## config.mk

```make
export PLATFORM = sky130hd
export DESIGN_NAME = hbs_grid_map
export DESIGN_NICKNAME = d
export VERILOG_FILES = /design/src/rtl/hbs_pkg.sv /design/src/rtl/hbs_grid_map.sv
export SDC_FILE = /design/constraint.sdc
export NUM_CORES = 1
export LEC_CHECK = 0
export ABC_AREA = 1
export BUFFER_PORTS_ARGS = -buffer_cell sky130_fd_sc_hd__buf_2
export CORE_ASPECT_RATIO = 2
export CORE_UTILIZATION = 50
export DETAILED_ROUTE_END_ITERATION = 7
export GPL_TIMING_DRIVEN = 0
export MAX_ROUTING_LAYER = met4
export PLACE_DENSITY = 0.73
export SLEW_MARGIN = 5
export SYNTH_ARGS = -nofsm -noshare
export SYNTH_HDL_FRONTEND = slang
export SYNTH_SLANG_ARGS = --single-unit
```

## constraint.sdc

```tcl
create_clock -name vclk -period 8.3
set_clock_uncertainty 0.05 [all_clocks]
set_input_delay 0.415 -clock vclk [all_inputs]
set_output_delay 0.415 -clock vclk [all_outputs]
set_load 0.02 [all_outputs]
```

## src/rtl/hbs_pkg.sv

```systemverilog
// Shared constants, types and helpers for the height-map bilinear sampler.
package hbs_pkg;

  // Store geometry
  localparam int MAX_WIDTH  = 256;
  localparam int MAX_HEIGHT = 256;
  localparam int GRID_MAX   = (MAX_WIDTH > MAX_HEIGHT) ? MAX_WIDTH : MAX_HEIGHT;
  localparam int SIZE_W     = $clog2(GRID_MAX + 1);
  localparam int COORD_W    = $clog2(GRID_MAX);
  localparam int DEPTH      = MAX_WIDTH * MAX_HEIGHT;
  localparam int ADDR_W     = $clog2(DEPTH);

  // Field widths
  localparam int PIX_W    = 16;
  localparam int CH_W     = 8;
  localparam int POS_W    = 16;
  localparam int FRAC_W   = 16;
  localparam int HEIGHT_W = 16;
  localparam int CFG_W    = 9;
  localparam int WGT_W    = FRAC_W + 1;
  localparam int ROW_W    = 32;
  localparam int ACC_W    = 48;

  // Configuration register indexes
  localparam int REG_IDX_W = 2;
  localparam logic [REG_IDX_W-1:0] REG_IMAGE_WIDTH  = 2'd0;
  localparam logic [REG_IDX_W-1:0] REG_IMAGE_HEIGHT = 2'd1;
  localparam logic [REG_IDX_W-1:0] REG_COLOUR_MODE  = 2'd2;

  localparam logic [CFG_W-1:0] SIZE_RESET = 9'd256;

  // Item kinds
  localparam logic FUNC_LOAD   = 1'b0;
  localparam logic FUNC_SAMPLE = 1'b1;

  // Greyscale weights, sum 256
  localparam logic [HEIGHT_W-1:0] W_RED   = 16'd77;
  localparam logic [HEIGHT_W-1:0] W_GREEN = 16'd151;
  localparam logic [HEIGHT_W-1:0] W_BLUE  = 16'd28;

  localparam logic [WGT_W-1:0] WGT_ONE    = 17'h10000;
  localparam logic [ACC_W-1:0] ROUND_HALF = 48'h0000_8000_0000;

  // Floor and ceiling texel with the fraction between them
  typedef struct packed {
    logic [COORD_W-1:0] lo;
    logic [COORD_W-1:0] hi;
    logic [FRAC_W-1:0]  frac;
  } grid_pt_t;

  // Saturate a size register to 1..max_v
  function automatic logic [SIZE_W-1:0] eff_size(input logic [CFG_W-1:0] cfg, input int max_v);
    logic [SIZE_W-1:0] res;
    if (cfg == '0) begin
      res = SIZE_W'(1);
    end else if (int'(cfg) > max_v) begin
      res = SIZE_W'(max_v);
    end else begin
      res = SIZE_W'(cfg);
    end
    return res;
  endfunction

endpackage

```

## src/rtl/hbs_grid_map.sv

```systemverilog
// Maps a Q1.15 position onto the texel grid: floor, clamped ceiling, fraction.
module hbs_grid_map
  import hbs_pkg::*;
(
  input  logic signed [POS_W-1:0] pos,
  input  logic [SIZE_W-1:0]       size,
  output grid_pt_t                pt
);

  localparam int PROD_W = POS_W + SIZE_W;
  localparam int CMP_W  = SIZE_W + 1;

  logic [POS_W-1:0]   u;
  logic [PROD_W-1:0]  prod;
  logic [COORD_W:0]   hi_inc;
  logic               at_edge;

  // Offset to unsigned [0,2) and scale by the size
  assign u      = {~pos[POS_W-1], pos[POS_W-2:0]};
  assign prod   = PROD_W'(u) * PROD_W'(size);
  assign pt.lo  = prod[FRAC_W +: COORD_W];
  assign pt.frac = prod[FRAC_W-1:0];

  // Ceiling steps one texel unless exact or already on the last one
  assign hi_inc  = {1'b0, pt.lo} + 1'b1;
  assign at_edge = CMP_W'(hi_inc) >= CMP_W'(size);
  assign pt.hi   = (pt.frac == '0 || at_edge) ? pt.lo : hi_inc[COORD_W-1:0];

endmodule

```

==> summary.log, run 1 <==
INFO  outcome        result_of_the_run=finished clean
INFO  logic_synthesis syn_area=5713µm²
INFO  run            max-cap-violations=0
INFO  route          viasPerCell=4.886
INFO  logic_synthesis synth_compound_area_share=2.387%
INFO  logic_synthesis synthDominantCellAreaShare=34.34%
INFO  route          remaining_drc_errors=0
INFO  logic_synthesis most_frequent_cells_after_synthesis=283 x sky130_fd_sc_hd__inv_1, 277 x sky130_fd_sc_hd__nand2_1, 98 x sky130_fd_sc_hd__fa_1
INFO  setup_path     crit_path_max_incr_delay=560ps
INFO  logic_synthesis yosysWarningCount=0
INFO  floorplan      io_pins=57
INFO  floorplan      initial_core_util=51.87%
INFO  logic_synthesis post-synth-top-area-cell=sky130_fd_sc_hd__fa_1
INFO  global_route   grt_first_pass_wirelength=24520µm
INFO  timing         slew_viol_final=0
INFO  logic_synthesis synth_seq_area_share=0%
INFO  global_route   first_global_vias=5478
INFO  logic_synthesis synthSimpleGateAreaFrac=28.65%
INFO  timing         period_share=90.91%
INFO  finish         antenna_cells_inserted=0
INFO  route          detailedRoute.firstIterationViolations=189
INFO  timing         final_hold_viols=0
INFO  setup_path     critical_path.slowest_cell=sky130_fd_sc_hd__fa_1
INFO  hold_path      min_to=pt[0]
INFO  logic_synthesis mean_instance_size_in_the_synthesized_netlist=6.426µm²
INFO  logic_synthesis synth_cell_types=33
INFO  floorplan      coreArea=11010µm²
INFO  setup_path     critPathCaptureType=output port
INFO  finish         clock_buffers=0
INFO  setup_path     timing.setup.critical_path_class=in2out
INFO  route          route.final.wire_length=14420µm
INFO  finish         final_net_count=1101
INFO  timing         achievable-frequency=0.1325GHz
INFO  floorplan      die_area=11880µm²
INFO  clocking       cts_setup_buffers=0
INFO  timing         timing_worst_slew_pin_value=676.1ps
INFO  timing         setup-tns-final=0ps
INFO  logic_synthesis synth_xor_area_share=1.643%
INFO  finish         register_area=0µm²
INFO  floorplan      row_count=54
INFO  floorplan      die_y=153.2µm
INFO  setup_path     cp_common_cell=sky130_fd_sc_hd__nand2_1
INFO  global_route   grt_antenna_before_repair=0
INFO  timing         period_minus_slack=7546ps
INFO  finish         area.growth.synth_to_final=6.045%
INFO  timing         report.final.setup_viol=0
INFO  global_route   pin_count_of_the_biggest_net_entering_global_routing=11
INFO  floorplan      die_w=77.59µm
INFO  route          drt-wirelength-per-cell=13.56µm
INFO  logic_synthesis syn-instance-count=889
INFO  logic_synthesis synth_nets=1065
INFO  timing         setup_repair_after_global_routing_missed_its_margin=false
INFO  setup_path     worst_ep_arrival_time=7080ps
INFO  clocking       total_of_cells_resized_after_clock_tree_synthesis=0
INFO  logic_synthesis netlist_top_cells_area=sky130_fd_sc_hd__fa_1 34%, sky130_fd_sc_hd__inv_1 19%, sky130_fd_sc_hd__nand2_1 18%
INFO  place          buffer_ports.inserted=34
INFO  route          antenna_left=0
INFO  logic_synthesis synthAdderAreaFrac=45.95%
INFO  hold_path      hold_class=in2out
INFO  route          routed-via-count=5194
INFO  hold_path      min_from=pos[0]
INFO  logic_synthesis synth.most_common_cell=sky130_fd_sc_hd__inv_1
INFO  setup_path     cp.required=7840ps
INFO  setup_path     critical_path_launch_point_type=input pin
INFO  place          dp_hpwl=12730µm
INFO  global_route   grt.overflow.total=0
INFO  logic_synthesis synthMuxAreaShare=0%
INFO  logic_synthesis synth_top_family_by_area=adder cells
INFO  clocking       cts_hold_buf=0
INFO  finish         fin_util=55.01%
INFO  finish         design.seq.count=0
INFO  global_route   grtUsageTotal=27.06%
INFO  place          gp_congestion=0.9157
INFO  setup_path     critical_path_peak_fanout=10
INFO  hold_path      holdPathStages=4
INFO  finish         final_layout_size_suffix_gt1_share=8.451%
INFO  route          drt-pass1-iter-count=4
INFO  timing         relSlewSlack=54.93%
-- stage by stage --
stage          hold slack [ps]  instances  area (µm²)  worst slack (ps)
2_1_floorplan             1092        889        5713              1789
3_3_place_gp              1344       1063        6058             780.6
3_5_place_dp              1341       1063        6058             723.2
4_1_cts                   1344       1063        6058             714.9
5_1_grt                   1377       1063        6058             219.9
6_report                  1340       1063        6058             754.2
-- critical path, delay by kind of cell --
kind | cells | cell delay [ps]
adders and majority gates | 7 | 3040
AOI/OAI and AO/OA | 2 | 260
and+or+nand+nor | 16 | 1630
buffers and inverters | 10 | 1480
xor gates and xnor gates | 1 | 230
-- kinds of logic after synthesis --
kind of cell,after synthesis
XOR/XNOR,9
AND/OR/NAND/NOR,383
buffers and inverters,322
adder cells (fa/ha/maj),151
AO/OA/AOI/OAI,24
-- cell usage in the layout, fill, tap and decap left out, types with 5 or more instances in the layout --
master / netlist / routed
sky130_fd_sc_hd__nand2_2: 19 / 19
sky130_fd_sc_hd__fa_1: 98 / 98
sky130_fd_sc_hd__a21oi_1: 15 / 15
sky130_fd_sc_hd__nand2_1: 277 / 277
sky130_fd_sc_hd__nand4_1: 7 / 7
sky130_fd_sc_hd__nand3_1: 30 / 30
sky130_fd_sc_hd__clkbuf_1: 29 / 29
sky130_fd_sc_hd__nor2_2: 5 / 5
sky130_fd_sc_hd__buf_2: 1 / 35
sky130_fd_sc_hd__inv_1: 283 / 283
sky130_fd_sc_hd__nor2_1: 27 / 27
sky130_fd_sc_hd__ha_1: 53 / 53
-- routing by layer --
metal	track usage, %	vias up	routed length (µm)	share of wire, %
met1	23.69	2457	4586	32
met4	13.75	0	892	6.2
met5	-	-	0	0
li1	-	2559	-	-
met2	55.88	121	8648	60
met3	0.2985	57	291	2.0
-- layout make-up --
type                       count  area, µm²
multi-input combinational    567       4492
buffer                        35      143.9
timing repair buffer          34      170.2
tap                          140      175.2
fill                        1171       4955
inverter                     287       1077
-- worst max path at each step --
stage	start	slack (ps)	to
final	size[0]	750	pt[22]
after global routing	size[0]	220	pt[22]
after CTS	size[0]	710	pt[22]
after detailed placement	size[0]	720	pt[22]
after global placement	size[0]	780	pt[22]
after floorplan	size[2]	1790	pt[16]
Power of run 1 is left out: the tool's default activity adds up to more than one toggle a clock period on the data nets, which glitch-free logic cannot reach.
==> run 2: changes to the inputs <==
Settings changed: MAX_ROUTING_LAYER met4 to default, RECOVER_POWER from default to 25.
==> run 2 against run 1 <==
Global-route usage shrank 0.48 points. Maximum frequency up 1.0%. Clock-buffer cell count unchanged. Worst hold slack improved by 32 ps. Routed wire length down 1.9%. Critical endpoint unchanged.
==> summary.log, run 2 (synthesis results as in run 1) <==
INFO  setup_path     timing.setup.critical_path_class=in2out
INFO  floorplan      initial_core_util=51.87%
INFO  clocking       cts_setup_buffers=0
INFO  hold_path      min_from=pos[0]
INFO  setup_path     critical_path_launch_point_type=input pin
INFO  timing         setup-tns-final=0ps
INFO  finish         final_common_cell=sky130_fd_sc_hd__inv_1
INFO  finish         design.seq.count=0
INFO  route          routed-via-count=5219
INFO  timing         relSlewSlack=52.28%
INFO  finish         register_area=0µm²
INFO  hold_path      holdPathStages=4
INFO  clocking       cts_hold_buf=0
INFO  timing         setup_repair_after_global_routing_missed_its_margin=false
INFO  route          antenna_left=0
INFO  place          gp_congestion=0.9124
INFO  timing         report.final.setup_viol=0
INFO  global_route   grt_busiest_layer=met2
INFO  floorplan      die_y=153.2µm
INFO  timing         period_share=90.01%
INFO  timing         slew_viol_final=0
INFO  global_route   grtUsageMet2=55.79%
INFO  route          drt-pass1-iter-count=4
INFO  global_route   grtUsageTotal=26.58%
INFO  run            max-cap-violations=0
INFO  clocking       total_of_cells_resized_after_clock_tree_synthesis=0
INFO  setup_path     critical_path_peak_fanout=10
INFO  timing         period_minus_slack=7471ps
INFO  place          buffer_ports.inserted=34
INFO  setup_path     cp_common_cell=sky130_fd_sc_hd__nand2_1
INFO  finish         antenna_cells_inserted=0
INFO  setup_path     worst_ep_arrival_time=7010ps
INFO  floorplan      coreArea=11010µm²
INFO  setup_path     cp.required=7840ps
INFO  floorplan      io_pins=57
INFO  route          remaining_drc_errors=0
INFO  timing         achievable-frequency=0.1338GHz
INFO  finish         final_net_count=1101
INFO  outcome        result_of_the_run=finished clean
INFO  finish         area.growth.synth_to_final=5.869%
INFO  route          drt-wirelength-per-cell=13.30µm
INFO  global_route   groute.layer.met3.usage=0.8358%
INFO  setup_path     critPathCaptureType=output port
INFO  floorplan      row_count=54
INFO  setup_path     crit_path_max_incr_delay=550ps
INFO  hold_path      min_to=pt[0]
INFO  floorplan      die_w=77.59µm
INFO  setup_path     critical-path-top-delay-family=adder cells
INFO  global_route   first_global_vias=5660
INFO  finish         final_layout_size_suffix_gt1_share=7.584%
INFO  global_route   global_route_met1_utilization=24.81%
INFO  setup_path     cp.buffers_inverters=10
INFO  floorplan      die_area=11880µm²
INFO  route          detailedRoute.firstIterationViolations=185
INFO  global_route   pin_count_of_the_biggest_net_entering_global_routing=11
INFO  finish         most_frequent_cells_in_the_layout=283 x sky130_fd_sc_hd__inv_1, 277 x sky130_fd_sc_hd__nand2_1, 98 x sky130_fd_sc_hd__fa_1, 53 x sky130_fd_sc_hd__ha_1, 37 x sky130_fd_sc_hd__clkbuf_1
INFO  setup_path     critical_path.slowest_cell=sky130_fd_sc_hd__fa_1
INFO  timing         final_hold_viols=0
INFO  global_route   grt.overflow.total=0
INFO  place          dp_hpwl=12560µm
INFO  timing         timing_worst_slew_pin_value=715.8ps
INFO  global_route   grt_antenna_before_repair=0
INFO  finish         clock_buffers=0
INFO  route          viasPerCell=4.910
INFO  hold_path      hold_class=in2out
INFO  route          route.final.wire_length=14140µm
INFO  global_route   grt_first_pass_wirelength=25010µm
-- run 2: changes by cell type in the layout (fill, tap and decap cells not counted) --
cell                       change
sky130_fd_sc_hd__buf_2         -8
sky130_fd_sc_hd__clkbuf_1      +8
-- run 2: cell type report --
| type | instances | area [µm²] |
|---|---|---|
| buffer | 35 | 143.9 |
| tap | 140 | 175.2 |
| multi-input combinational | 567 | 4492 |
| fill | 1135 | 4965 |
| inverter | 287 | 1077 |
| timing repair buffer | 34 | 160.2 |
-- run 2: worst max path at each step --
stage	slack [ps]	to	cells after the start	start
2_1_floorplan	1790	pt[16]	36	size[2]
3_3_place_gp	800	pt[22]	36	size[0]
5_1_grt	250	pt[21]	37	size[0]
6_report	830	pt[22]	36	size[0]
3_5_place_dp	840	pt[22]	37	size[0]
4_1_cts	860	pt[22]	36	size[0]
-- run 2: metal layers --
layer,share of wire (%),vias to the layer above
met2,60,96
met1,33,2510
met4,5.6,0
li1,-,2562
met5,0,-
met3,1.5,51
-- run 2: metrics by stage --
step / utilization, % / setup slack (ps) / hold WS [ps] / instances / instance area (µm²)
after floorplan: - / 1789 / 1092 / 889 / 5713
after global placement: 55.01 / 803.8 / 1346 / 1063 / 6058
after detailed placement: 55.01 / 843.7 / 1362 / 1063 / 6058
after CTS: 55.01 / 856.1 / 1363 / 1063 / 6058
after global routing: 54.92 / 248.0 / 1436 / 1063 / 6048
final: 54.92 / 828.8 / 1372 / 1063 / 6048
Power of run 2 is left out for the same reason.
